`src/rtl/dcpid_pkg.sv`:
```
// Shared constants and types of the dual-channel PID controller.
`timescale 1ns / 1ps

package dcpid_pkg;

  localparam int POSITION_BITS_DEF = 16;
  localparam int INTEGRAL_BITS_DEF = 48;

  localparam int GAIN_W    = 16;
  localparam int DIGIT_W   = 16;
  localparam int APB_DW    = 32;
  localparam int APB_AW    = 5;
  localparam int REG_IDX_W = 3;

  localparam logic [REG_IDX_W-1:0] REG_P_GAIN_LOW  = 3'd0;
  localparam logic [REG_IDX_W-1:0] REG_I_GAIN_LOW  = 3'd1;
  localparam logic [REG_IDX_W-1:0] REG_D_GAIN_LOW  = 3'd2;
  localparam logic [REG_IDX_W-1:0] REG_P_GAIN_HIGH = 3'd3;
  localparam logic [REG_IDX_W-1:0] REG_I_GAIN_HIGH = 3'd4;
  localparam logic [REG_IDX_W-1:0] REG_D_GAIN_HIGH = 3'd5;

  typedef struct packed {
    logic signed [GAIN_W-1:0] p_low;
    logic signed [GAIN_W-1:0] i_low;
    logic signed [GAIN_W-1:0] d_low;
    logic signed [GAIN_W-1:0] p_high;
    logic signed [GAIN_W-1:0] i_high;
    logic signed [GAIN_W-1:0] d_high;
  } gains_t;

  typedef struct packed {
    logic clear;
    logic issue;
  } mac_ctrl_t;

endpackage

```
`src/rtl/dcpid_regs.sv`:
```
// APB register file holding the six signed Q8.8 gains.
`timescale 1ns / 1ps

module dcpid_regs (
  input  logic                             clk_i,
  input  logic                             rst_ni,
  input  logic                             psel,
  input  logic                             penable,
  input  logic                             pwrite,
  input  logic [dcpid_pkg::APB_AW-1:0]     paddr,
  input  logic [dcpid_pkg::APB_DW-1:0]     pwdata,
  output logic [dcpid_pkg::APB_DW-1:0]     prdata,
  output logic                             pready,
  output dcpid_pkg::gains_t                gains_o
);

  dcpid_pkg::gains_t                     gains_q, gains_d;
  logic [dcpid_pkg::REG_IDX_W-1:0]       idx;
  logic                                  wr_en;
  logic signed [dcpid_pkg::GAIN_W-1:0]   wval;
  logic signed [dcpid_pkg::GAIN_W-1:0]   rval;

  assign idx    = paddr[dcpid_pkg::APB_AW-1:2];
  assign wr_en  = psel && penable && pwrite;
  assign wval   = pwdata[dcpid_pkg::GAIN_W-1:0];
  assign pready = 1'b1;

  always_comb begin
    gains_d = gains_q;
    if (wr_en) begin
      unique case (idx)
        dcpid_pkg::REG_P_GAIN_LOW:  gains_d.p_low  = wval;
        dcpid_pkg::REG_I_GAIN_LOW:  gains_d.i_low  = wval;
        dcpid_pkg::REG_D_GAIN_LOW:  gains_d.d_low  = wval;
        dcpid_pkg::REG_P_GAIN_HIGH: gains_d.p_high = wval;
        dcpid_pkg::REG_I_GAIN_HIGH: gains_d.i_high = wval;
        dcpid_pkg::REG_D_GAIN_HIGH: gains_d.d_high = wval;
        default: ;
      endcase
    end
  end

  always_comb begin
    unique case (idx)
      dcpid_pkg::REG_P_GAIN_LOW:  rval = gains_q.p_low;
      dcpid_pkg::REG_I_GAIN_LOW:  rval = gains_q.i_low;
      dcpid_pkg::REG_D_GAIN_LOW:  rval = gains_q.d_low;
      dcpid_pkg::REG_P_GAIN_HIGH: rval = gains_q.p_high;
      dcpid_pkg::REG_I_GAIN_HIGH: rval = gains_q.i_high;
      dcpid_pkg::REG_D_GAIN_HIGH: rval = gains_q.d_high;
      default:                    rval = '0;
    endcase
  end

  assign prdata  = {{(dcpid_pkg::APB_DW-dcpid_pkg::GAIN_W){1'b0}}, rval};
  assign gains_o = gains_q;

  always_ff @(posedge clk_i or negedge rst_ni) begin
    if (!rst_ni) begin
      gains_q <= '0;
    end else begin
      gains_q <= gains_d;
    end
  end

endmodule

```
`src/rtl/dcpid_mac.sv`:
```
// Shared 16 x 17 signed multiplier with a registered product and a shifting accumulator.
`timescale 1ns / 1ps

module dcpid_mac #(
  parameter int SUM_W = 66,
  parameter int SHW   = 2
) (
  input  logic                                  clk_i,
  input  logic                                  rst_ni,
  input  dcpid_pkg::mac_ctrl_t                  ctrl_i,
  input  logic signed [dcpid_pkg::GAIN_W-1:0]   gain_i,
  input  logic signed [dcpid_pkg::DIGIT_W:0]    digit_i,
  input  logic [SHW-1:0]                        shift_i,
  output logic signed [SUM_W-1:0]               sum_o
);

  localparam int PROD_W = dcpid_pkg::GAIN_W + dcpid_pkg::DIGIT_W + 1;

  logic signed [PROD_W-1:0] prod_q;
  logic [SHW-1:0]           shift_q;
  logic                     pvalid_q;
  logic signed [SUM_W-1:0]  sum_q;
  logic signed [SUM_W-1:0]  addend;

  // The shift is counted in whole digits, so it becomes a multiple of 16 bits.
  assign addend = SUM_W'(prod_q) <<< {shift_q, 4'b0000};
  assign sum_o  = sum_q;

  always_ff @(posedge clk_i or negedge rst_ni) begin
    if (!rst_ni) begin
      pvalid_q <= 1'b0;
    end else if (ctrl_i.clear) begin
      pvalid_q <= 1'b0;
    end else begin
      pvalid_q <= ctrl_i.issue;
    end
  end

  always_ff @(posedge clk_i) begin
    if (ctrl_i.issue) begin
      prod_q  <= gain_i * digit_i;
      shift_q <= shift_i;
    end
    if (ctrl_i.clear) begin
      sum_q <= '0;
    end else if (pvalid_q) begin
      sum_q <= sum_q + addend;
    end
  end

endmodule

```
`src/rtl/dual_channel_pid_controller.sv`:
```
// Top level of the dual-channel PID controller: sequencer, channel state and output beat.
`timescale 1ns / 1ps

// Two-channel discrete PID. Each input beat selects the lower (0) or upper (1) joint and
// carries a target and a measured position; the result beat carries the drive value,
// Kp*e + Ki*integral + Kd*(e - previous e) in Q.24, truncated toward zero and saturated
// to 16-bit signed, where the integral adds e*655 (0.01 in Q.16) with saturation. All
// products go through one 16 x 17 signed multiplier, one 16-bit digit of the operand per
// cycle. An item passes from acceptance through the integral update, the multiply steps,
// a drain state and an output state, and the idle state then takes the next beat; the
// result beat is presented from the output state once the previous result has been taken.
// The block takes no new beat while it works, but it does take one while a finished result
// still waits. Gains must be written over APB only while the block is idle; the block
// itself does not enforce this.
module dual_channel_pid_controller #(
  parameter int POSITION_BITS = dcpid_pkg::POSITION_BITS_DEF,
  parameter int INTEGRAL_BITS = dcpid_pkg::INTEGRAL_BITS_DEF
) (
  input  logic                              clk_i,
  input  logic                              rst_ni,
  input  logic                              psel,
  input  logic                              penable,
  input  logic                              pwrite,
  input  logic [dcpid_pkg::APB_AW-1:0]      paddr,
  input  logic [dcpid_pkg::APB_DW-1:0]      pwdata,
  output logic [dcpid_pkg::APB_DW-1:0]      prdata,
  output logic                              pready,
  input  logic                              in_valid_i,
  output logic                              in_stall_o,
  input  logic                              channel_i,
  input  logic signed [POSITION_BITS-1:0]   target_position_i,
  input  logic signed [POSITION_BITS-1:0]   measured_position_i,
  output logic                              out_valid_o,
  input  logic                              out_stall_i,
  output logic signed [15:0]                drive_value_o
);

  localparam int EW     = POSITION_BITS + 1;
  localparam int DW     = POSITION_BITS + 2;
  localparam int NDP    = (EW + 15) / 16;
  localparam int NDI    = (INTEGRAL_BITS + 15) / 16;
  localparam int NDD    = (DW + 15) / 16;
  localparam int NDMAX  = (NDI > NDD) ? NDI : NDD;
  localparam int PADW   = NDMAX * 16;
  localparam int NSTEP  = NDP + NDI + NDD;
  localparam int STW    = $clog2(NSTEP);
  localparam int KW     = $clog2(NDMAX);
  localparam int SHMAX  = ((NDI - 1) > NDD) ? (NDI - 1) : NDD;
  localparam int SHW    = $clog2(SHMAX + 1);
  localparam int SUM_W  = (((32 + NDD * 16) > (16 + NDI * 16)) ?
                           (32 + NDD * 16) : (16 + NDI * 16)) + 2;
  localparam int QW     = SUM_W - 24;
  localparam int INCW   = POSITION_BITS + 11;
  localparam int SATW   = ((INTEGRAL_BITS > INCW) ? INTEGRAL_BITS : INCW) + 1;

  localparam logic signed [SATW-1:0] IMAX = SATW'({1'b0, {(INTEGRAL_BITS-1){1'b1}}});
  localparam logic signed [SATW-1:0] IMIN = -IMAX - SATW'(1);
  localparam logic signed [QW-1:0]   QMAX = QW'(32767);
  localparam logic signed [QW-1:0]   QMIN = -QMAX - QW'(1);

  localparam logic [2:0] ST_IDLE  = 3'd0;
  localparam logic [2:0] ST_INTEG = 3'd1;
  localparam logic [2:0] ST_MUL   = 3'd2;
  localparam logic [2:0] ST_DRAIN = 3'd3;
  localparam logic [2:0] ST_FIN   = 3'd4;

  localparam logic [1:0] TERM_P = 2'd0;
  localparam logic [1:0] TERM_I = 2'd1;
  localparam logic [1:0] TERM_D = 2'd2;

  logic [2:0]                    state_q, state_d;
  logic [STW-1:0]                step_q, step_d;
  logic                          ch_q;
  logic signed [EW-1:0]          e_q;
  logic signed [DW-1:0]          diff_q;
  logic signed [INTEGRAL_BITS-1:0] integ_q [2];
  logic signed [EW-1:0]          prev_q [2];
  logic                          out_valid_q;
  logic signed [15:0]            drive_q;

  dcpid_pkg::gains_t             gains;
  dcpid_pkg::mac_ctrl_t          mac_ctrl;
  logic                          in_accept;
  logic                          out_free;
  logic signed [EW-1:0]          e_in;

  logic signed [INCW-1:0]        ev;
  logic signed [INCW-1:0]        inc;
  logic signed [SATW-1:0]        isum;
  logic signed [INTEGRAL_BITS-1:0] integ_new;

  logic [1:0]                    term;
  logic [STW-1:0]                kfull;
  logic [KW-1:0]                 k;
  logic [KW-1:0]                 k_top;
  logic signed [PADW-1:0]        opnd;
  logic signed [PADW-1:0]        opnd_sh;
  logic [15:0]                   dig16;
  logic signed [16:0]            digit;
  logic signed [15:0]            gain;
  logic [SHW-1:0]                shift;
  logic signed [SUM_W-1:0]       sum;
  logic signed [SUM_W-1:0]       adj;
  logic signed [QW-1:0]          qv;
  logic signed [15:0]            drive_d;

  dcpid_regs u_regs (
    .clk_i   (clk_i),
    .rst_ni  (rst_ni),
    .psel    (psel),
    .penable (penable),
    .pwrite  (pwrite),
    .paddr   (paddr),
    .pwdata  (pwdata),
    .prdata  (prdata),
    .pready  (pready),
    .gains_o (gains)
  );

  assign in_stall_o  = (state_q != ST_IDLE);
  assign in_accept   = in_valid_i && !in_stall_o;
  assign out_free    = !out_valid_q || !out_stall_i;
  assign e_in        = EW'(target_position_i) - EW'(measured_position_i);

  // Integral step e*655 as shift-and-add: 655 = 512 + 128 + 8 + 4 + 2 + 1.
  assign ev  = INCW'(e_q);
  assign inc = (ev <<< 9) + (ev <<< 7) + (ev <<< 3) + (ev <<< 2) + (ev <<< 1) + ev;
  assign isum = SATW'(integ_q[ch_q]) + SATW'(inc);

  always_comb begin
    priority if (isum > IMAX) begin
      integ_new = INTEGRAL_BITS'(IMAX);
    end else if (isum < IMIN) begin
      integ_new = INTEGRAL_BITS'(IMIN);
    end else begin
      integ_new = INTEGRAL_BITS'(isum);
    end
  end

  // Map the flat step count onto a term and a digit of that term's operand.
  always_comb begin
    priority if (step_q < STW'(NDP)) begin
      term  = TERM_P;
      kfull = step_q;
    end else if (step_q < STW'(NDP + NDI)) begin
      term  = TERM_I;
      kfull = step_q - STW'(NDP);
    end else begin
      term  = TERM_D;
      kfull = step_q - STW'(NDP + NDI);
    end
  end

  assign k = kfull[KW-1:0];

  always_comb begin
    unique case (term)
      TERM_P: begin
        opnd  = PADW'(e_q);
        k_top = KW'(NDP - 1);
        gain  = ch_q ? gains.p_high : gains.p_low;
      end
      TERM_I: begin
        opnd  = PADW'(integ_q[ch_q]);
        k_top = KW'(NDI - 1);
        gain  = ch_q ? gains.i_high : gains.i_low;
      end
      default: begin
        opnd  = PADW'(diff_q);
        k_top = KW'(NDD - 1);
        gain  = ch_q ? gains.d_high : gains.d_low;
      end
    endcase
  end

  // Lower digits are unsigned; only the top digit of an operand carries its sign.
  assign opnd_sh = opnd >>> {k, 4'b0000};
  assign dig16   = opnd_sh[15:0];
  assign digit   = (k == k_top) ? {dig16[15], dig16} : {1'b0, dig16};
  assign shift   = SHW'(k) + ((term == TERM_I) ? SHW'(0) : SHW'(1));

  assign mac_ctrl.clear = in_accept;
  assign mac_ctrl.issue = (state_q == ST_MUL);

  dcpid_mac #(
    .SUM_W (SUM_W),
    .SHW   (SHW)
  ) u_mac (
    .clk_i   (clk_i),
    .rst_ni  (rst_ni),
    .ctrl_i  (mac_ctrl),
    .gain_i  (gain),
    .digit_i (digit),
    .shift_i (shift),
    .sum_o   (sum)
  );

  // A negative sum is biased up before the shift so the quotient truncates toward zero.
  assign adj = sum + {{(SUM_W-24){1'b0}}, {24{sum[SUM_W-1]}}};
  assign qv  = adj[SUM_W-1:24];

  always_comb begin
    priority if (qv > QMAX) begin
      drive_d = 16'sh7FFF;
    end else if (qv < QMIN) begin
      drive_d = -16'sh8000;
    end else begin
      drive_d = qv[15:0];
    end
  end

  always_comb begin
    state_d = state_q;
    step_d  = step_q;
    unique case (state_q)
      ST_IDLE: begin
        if (in_accept) begin
          state_d = ST_INTEG;
        end
      end
      ST_INTEG: begin
        state_d = ST_MUL;
        step_d  = '0;
      end
      ST_MUL: begin
        if (step_q == STW'(NSTEP - 1)) begin
          state_d = ST_DRAIN;
        end else begin
          step_d = step_q + STW'(1);
        end
      end
      ST_DRAIN: begin
        state_d = ST_FIN;
      end
      ST_FIN: begin
        if (out_free) begin
          state_d = ST_IDLE;
        end
      end
      default: begin
        state_d = ST_IDLE;
      end
    endcase
  end

  always_ff @(posedge clk_i or negedge rst_ni) begin
    if (!rst_ni) begin
      state_q     <= ST_IDLE;
      step_q      <= '0;
      out_valid_q <= 1'b0;
      integ_q[0]  <= '0;
      integ_q[1]  <= '0;
      prev_q[0]   <= '0;
      prev_q[1]   <= '0;
    end else begin
      state_q <= state_d;
      step_q  <= step_d;
      if (state_q == ST_FIN && out_free) begin
        out_valid_q <= 1'b1;
      end else if (!out_stall_i) begin
        out_valid_q <= 1'b0;
      end
      if (state_q == ST_INTEG) begin
        integ_q[ch_q] <= integ_new;
        prev_q[ch_q]  <= e_q;
      end
    end
  end

  always_ff @(posedge clk_i) begin
    if (in_accept) begin
      ch_q <= channel_i;
      e_q  <= e_in;
    end
    if (state_q == ST_INTEG) begin
      diff_q <= DW'(e_q) - DW'(prev_q[ch_q]);
    end
    if (state_q == ST_FIN && out_free) begin
      drive_q <= drive_d;
    end
  end

  assign out_valid_o   = out_valid_q;
  assign drive_value_o = drive_q;

  a_accept_starts: assert property (@(posedge clk_i) disable iff (!rst_ni)
    in_accept |=> (state_q == ST_INTEG))
    else $error("accepted beat did not start the integral update");

  a_step_bound: assert property (@(posedge clk_i) disable iff (!rst_ni)
    (state_q == ST_MUL) |-> (step_q <= STW'(NSTEP - 1)))
    else $error("multiply step counter ran past the last digit");

  a_fin_delivers: assert property (@(posedge clk_i) disable iff (!rst_ni)
    (state_q == ST_FIN && out_free) |=> (out_valid_q && state_q == ST_IDLE))
    else $error("finished item was not presented as a result beat");

  a_result_source: assert property (@(posedge clk_i) disable iff (!rst_ni)
    $rose(out_valid_q) |-> ($past(state_q) == ST_FIN))
    else $error("result beat appeared without a finished item");

endmodule

```
`config.mk`:
```
export PLATFORM = sky130hd
export DESIGN_NAME = dual_channel_pid_controller
export DESIGN_NICKNAME = d
export VERILOG_FILES = /design/src/rtl/dcpid_pkg.sv /design/src/rtl/dcpid_regs.sv /design/src/rtl/dcpid_mac.sv /design/src/rtl/dual_channel_pid_controller.sv
export SDC_FILE = /design/constraint.sdc
export NUM_CORES = 2
export LEC_CHECK = 0
export ABC_AREA = 1
export BUFFER_PORTS_ARGS = -buffer_cell sky130_fd_sc_hd__buf_2
export CAP_MARGIN = 20
export CORE_UTILIZATION = 60
export DETAILED_ROUTE_END_ITERATION = 8
export HOLD_SLACK_MARGIN = 0.1
export MAX_ROUTING_LAYER = met4
export PLACE_DENSITY_LB_ADDON = 0.1
export SLEW_MARGIN = 20
export SYNTH_ARGS = -nofsm -noshare
export SYNTH_HDL_FRONTEND = slang
export SYNTH_SLANG_ARGS = --single-unit
```
`constraint.sdc`:
```
create_clock -name clk_i -period 9 [get_ports clk_i]
set_clock_uncertainty 0.2 [all_clocks]
set_input_delay 0.45 -clock clk_i [delete_from_list [all_inputs] [get_ports clk_i]]
set_output_delay 0.45 -clock clk_i [all_outputs]
set_load 0.1 [all_outputs]
```
-- Yosys cells after proc, flatten, opt, wreduce, memory -nomap -nowiden
Cells that the tools add are included.
- register bits: 387
- bits in latches: 0
- memory bits (writable): 0
- ROM bits: 0
- input port bits: 77
- output and inout port bits: 51
- word-level logic and storage cells: 123
- memories: 0
- add/sub/neg operators: 14
- multipliers: 1
- divide/modulo/power cells: 0
- magnitude comparators: 8
- eq/ne operators: 17
- shift operators: 2
- muxes and demuxes: 37
- bitwise gates (word level): 1
- reduce and logical (&&, ||, !) cells: 22
- operators with widths (kind ; count):
    48-bit two-way mux ; 6
    96-bit bitwise mux ; 1
    16-bit one-hot mux with 6 select lines ; 1
    48-bit one-hot mux with 2 select lines ; 1
    17-bit two-way mux ; 5
    66-bit by 24-bit adder with 66-bit output ; 1
    66-bit adder ; 1
    33-bit by 6-bit <<< shifter with 66-bit output ; 1
    16-bit two-way mux ; 4
    48-bit by 27-bit adder with 49-bit output ; 1
    49-bit by 48-bit > comparator with 1-bit output, second input constant ; 1
    49-bit by 48-bit less-than comparator with 1-bit output, second input constant ; 1
    48-bit demux with 1-bit select ; 1
    48-bit by 6-bit >>> shifter with 16-bit output ; 1
    42-bit by 16-bit > comparator with 1-bit output, second input constant ; 1
    42-bit by 16-bit less-than comparator with 1-bit output, second input constant ; 1
    34-bit bitwise mux ; 1
    16-bit by 17-bit multiplier with 33-bit output ; 1
    16-bit one-hot mux with 2 select lines ; 1
    26-bit by 24-bit adder with 27-bit output ; 1
    27-bit by 17-bit adder with 27-bit output ; 1
    27-bit by 18-bit adder with 27-bit output ; 1
    27-bit by 19-bit adder with 27-bit output ; 1
    27-bit by 20-bit adder with 27-bit output ; 1
    33 further kinds ; 66

-- Longest topological paths before layout
- depth in word-level cells: 10
- depth in mapped cells: 37
- depth with buffers taken out: 35

-- By module
From an unflattened synthesis, not the netlist that was laid out.
- cells, all modules: 6553
- area total of the unflattened synthesis: 46109.2 µm²
- by module, submodules not included (module ; times used ; cells an instance ; area each (µm²) ; sequential area each (µm²)):
    dual_channel_pid_controller ; 1 ; 2976 ; 20636.0 ; 4989.8
    dcpid_mac ; 1 ; 2956 ; 20409.6 ; 2397.3
    dcpid_regs ; 1 ; 621 ; 5063.6 ; 2402.3

-- Worst setup path after synthesis
No wires, ideal clock.
- path kind: flip-flop to flip-flop
- start point: register e_q[16]
- end point: register u_mac.prod_q[30], data pin
- library setup time: 0.264 ns
- arrival: 7.446 ns
- data required time: 8.536 ns
- slack: 1.090 ns
- stages on the path, launching flop included: 29
- buffers on the path: 1
- clock period less this slack: 7.910 ns
- cell sequence: edfxtp_1 inv_1 o21ai_2 a21oi_1 o221ai_1 nand2_1 nor3_4 inv_2 buf_2 nor2_2 inv_2 fa_1 inv_1 fa_1 fa_1 fa_1 fa_1 inv_1 fa_1 inv_1 ha_1 nand2_1 nor4_1 nand3_1 nand3_1 nand2_1 o211ai_1 a31oi_1 xor2_1
- longest elaborated chain between the ends: 4
- ends and longest elaborated chain (what ; RTL line ; source):
    from (decl) ; dual_channel_pid_controller.sv:74 ; logic signed [EW-1:0] e_q;
    from (signal assigned) ; dual_channel_pid_controller.sv:273 ; e_q <= e_in;
    48-bit one-hot mux with 2 select lines ; dual_channel_pid_controller.sv:157 ; unique case (term)
    48-bit by 6-bit >>> shifter with 16-bit output ; dual_channel_pid_controller.sv:177 ; assign opnd_sh = opnd >>> {k, 4'b0000};
    17-bit two-way mux ; dual_channel_pid_controller.sv:179 ; assign digit = (k == k_top) ? {dig16[15], dig16} : {1'b0, dig16};
    16-bit by 17-bit multiplier with 33-bit output ; dcpid_mac.sv:41 ; prod_q <= gain_i * digit_i;
    to (signal assigned) ; dcpid_mac.sv:41 ;
    to (decl) ; dcpid_mac.sv:19 ; logic signed [PROD_W-1:0] prod_q;
Every way passes these cells.
A chain may end at the register's enable or synchronous reset.

-- Worst setup path in the final report
- start point: register step_q[1]
- end point: register u_mac.prod_q[30], data pin
- longest elaborated chain between the ends: 8
- elaborated cells between the ends (all ways): 17
- classes of those cells: add/sub: 2; mul: 1; order compare: 2; eq/ne: 2; shift: 1; mux: 8; reduce/logical: 1
- ends and longest elaborated chain (what ; RTL line ; source):
    from (decl) ; dual_channel_pid_controller.sv:72 ; logic [STW-1:0] step_q, step_d;
    from (signal assigned) ; dual_channel_pid_controller.sv:257 ; step_q <= step_d;
    3-bit less-than comparator ; dual_channel_pid_controller.sv:145 ; end else if (step_q < STW'(NDP + NDI)) begin
    2-bit two-way mux ; dual_channel_pid_controller.sv:145 ;
    2-bit two-way mux ; dual_channel_pid_controller.sv:142 ; priority if (step_q < STW'(NDP)) begin
    2-bit by 1-bit == test with 1-bit output or 2-bit zero test (tied branches) ; dual_channel_pid_controller.sv:157 ;
    48-bit one-hot mux with 2 select lines or 2-bit two-way mux (tied branches) ; dual_channel_pid_controller.sv:157 ;
    48-bit by 6-bit >>> shifter with 16-bit output or 2-bit == test (tied branches) ; dual_channel_pid_controller.sv:177, dual_channel_pid_controller.sv:179 ;
    17-bit two-way mux ; dual_channel_pid_controller.sv:179 ;
    16-bit by 17-bit multiplier with 33-bit output * ; dcpid_mac.sv:41 ;
Every way passes the cells marked *; elsewhere a longest branch is shown, timed or not.

==> metrics.cfg <==
[drt]
drt_pass1_iterations = 8
via_count = 41310
drc_errors = 0
wl_per_cell_um = 20.43
ant_nets = 0
wl_um = 147100
drtIter0Drc = 3522
viasPerCell = 5.739

[place]
dpl_worst_slack_ns = 0.6019
hpwl_um = 117400
placed_cell_area_um2 = 45660
dp_cells = 7087
port_buffers = 92
place_congestion = 1.082

[global_routing]
busiest_layer = met2
grt_first_pass_wirelength_um = 226800
gr-usage-met2 = 0.6559
grt_use_met3 = 0.05939
antenna_found_initial = 0
grt_max_degree = 103
grtUsageTotal = 0.4089
grt_pass1_vias = 40730
grt_use_met1 = 0.4855
gr-total-overflow = 0

[yosys]
synth_top_family_by_area = adder cells
synth-seq-cells = 387
yosysMostFrequentCell = nand2_1
synth_mux_area_frac = 0.006342
ys_async_sr_fraction = 0.6047
synth-compound-area-share = 0.1289
synth_area_um2 = 44190
netlist.area_leader.share = 0.1613
synth_fa_ha_area_frac = 0.2660
synth_warnings = 0
synth-simple-area-share = 0.2386
yosys-top-cells-area = fa_1 16%, nand2_1 13%, dfrtp_1 13%
yosys.area_share.xor_xnor = 0.02794
synthFlopType = dfrtp_1
synthDistinctLibCells = 57
syn_inst = 6131
yosysTopAreaCell = fa_1
netlist_top_cells_count = 1581 x nand2_1, 1044 x inv_1, 610 x nor2_1
synth_edf_count = 87
post_synth.cell_area_avg_um2 = 7.208
ys_seq_area_frac = 0.2215

[worst_setup_path]
ff2ff_path_depth = 32
critPathMaxFanout = 15
cpMostUsedCell = fa_1
r2r_slack_ns = 0.58
crit_slowest_cell = fa_1
cpPeakStageDelay_ns = 0.65
setup.worst_path.end_class = register
setup.worst_path.start_class = register
cp.required_ns = 9.14
crit_type = reg -> reg
r2r-start = step_q[1]
r2r_end = u_mac.prod_q[30]
worstPathArrival_ns = 8.55

[min_path]
holdPathStages = 5
hold_path_end = u_regs.gains_o[80]
hp-start = penable
worstHoldPathType = in -> reg

[layout]
area_delta_synth_final_pct = 7.330
layout.cells.non_filler = 7198
fin_area_um2 = 47430
nets = 7004
drive_gt1_frac = 0.06061

[floorplanning]
rows = 99
coreArea_um2 = 72960
ios = 128
dieWidth_um = 273.4
start_util = 0.6058
fp.dieH_um = 273.4
die-area_um2 = 74750

[clock_tree]
clockBufferDepth = 3
clock_latency_ns = 0.61
htree_levels = 2
path_clk_slew_ns = 0.06
clockRootBuffer = clkbuf_16
cts_tree = yes
cts_made_buffers = 45
cts_sinks = 387

[sta]
max_slew_margin = 0.2561
setup_slack_ns = 0.5809
rsz0062_at_grt = no
min_period_over_period = 0.9355
finalHoldViolations = 0
tightest_slew_ns = 1.113
setup_viol = 0
fmax_ghz = 0.1188
fin_setup_tns_ns = 0
drv_slew = 0
fin_crit_ns = 8.419

[flow_run]
drv_cap = 0

[status]
status = finished clean

==> layout make-up <==
| type | count | area (µm²) |
|---|---|---|
| multi-input cells | 4510 | 29640 |
| inverters | 1067 | 4005 |
| flip-flops and latches | 387 | 9791 |
| diodes | 2 | 5.005 |
| clock buffers | 55 | 1224 |
| well taps | 959 | 1200 |
| repair buffers | 190 | 1289 |
| clock inverters | 28 | 282.8 |
| fillers | 6559 | 25520 |
==> flip-flops by register name, summed over array words and instances (netlist names) <==
name            cells
drive_value_o      16
out_valid_o         1
u_mac.pvalid_q      1
prev_q             34
ch_q                1
state_q             3
e_q                17
step_q              3
u_mac.shift_q       2
integ_q            96
diff_q             18
u_mac.sum_o        66
u_regs.gains_o     96
u_mac.prod_q       33
==> metal layers <==
metal / up-vias / wire length [µm]
met4: 0 / 10590
li1: 19500 / -
met5: - / 0
met3: 457 / 10990
met1: 19520 / 57230
met2: 1835 / 68250
==> worst max-delay path, delay by kind of cell (launching register included) <==
family | cells | cell delay, ns
simple gates | 12 | 1.94
fa+ha+maj | 7 | 3.73
flops | 1 | 0.44
buf+inv | 9 | 1.02
xor+xnor | 1 | 0.16
compound gates | 3 | 0.65
==> cell usage in the layout (no fill, tap or decap), types with 23 or more instances in the layout <==
cell	n
a21o_1	31
a21oi_1	330
a22oi_1	33
buf_2	91
buf_4	73
clkbuf_16	45
dfrtp_1	233
dfxtp_1	66
dlygate4sd3_1	23
edfxtp_1	87
fa_1	356
ha_1	370
inv_1	1042
mux2i_1	28
nand2_1	1579
nand2_2	52
nand3_1	211
nand4_1	25
nor2_1	603
nor3_1	32
o211ai_1	44
o21ai_0	397
o21bai_1	37
xnor2_1	57
xor2_1	84
==> worst max path at each step <==
stage | startpoint | end | slack (ns)
floorplan | e_q[16] | u_mac.prod_q[30] | 1.09
global placement | ch_q | u_mac.prod_q[30] | 0.72
detailed placement | step_q[1] | u_mac.prod_q[30] | 0.60
CTS | ch_q | u_mac.prod_q[30] | 0.54
global route | step_q[1] | u_mac.prod_q[30] | 0.07
finish | step_q[1] | u_mac.prod_q[30] | 0.58
==> cell families after synthesis <==
family,count (synthesis)
other,2
adders and majority gates,726
and+or+nand+nor,2594
DFF,387
xor gates and xnor gates,141
muxes,28
buffers and inverters,1249
AOI/OAI and AO/OA,1004
==> what timing repair did <==
action / CTS / global route
hold buffers: 23 / 0
hold endpoints to repair: 201 / 0
resized for setup: 0 / 1
setup endpoints to repair: 0 / 3
setup buffers: 0 / 3
==> per-stage QoR <==
step                      hold slack [ns]    util
after floorplan                  -0.04559       -
after global routing               0.1726  0.6501
after global placement             0.2546  0.6258
final                              0.1465  0.6502
after CTS                          0.1260  0.6496
after detailed placement           0.2577  0.6258
Power is left out: the tool's default activity adds up to more than one toggle a clock period on the data nets, which glitch-free logic cannot reach.
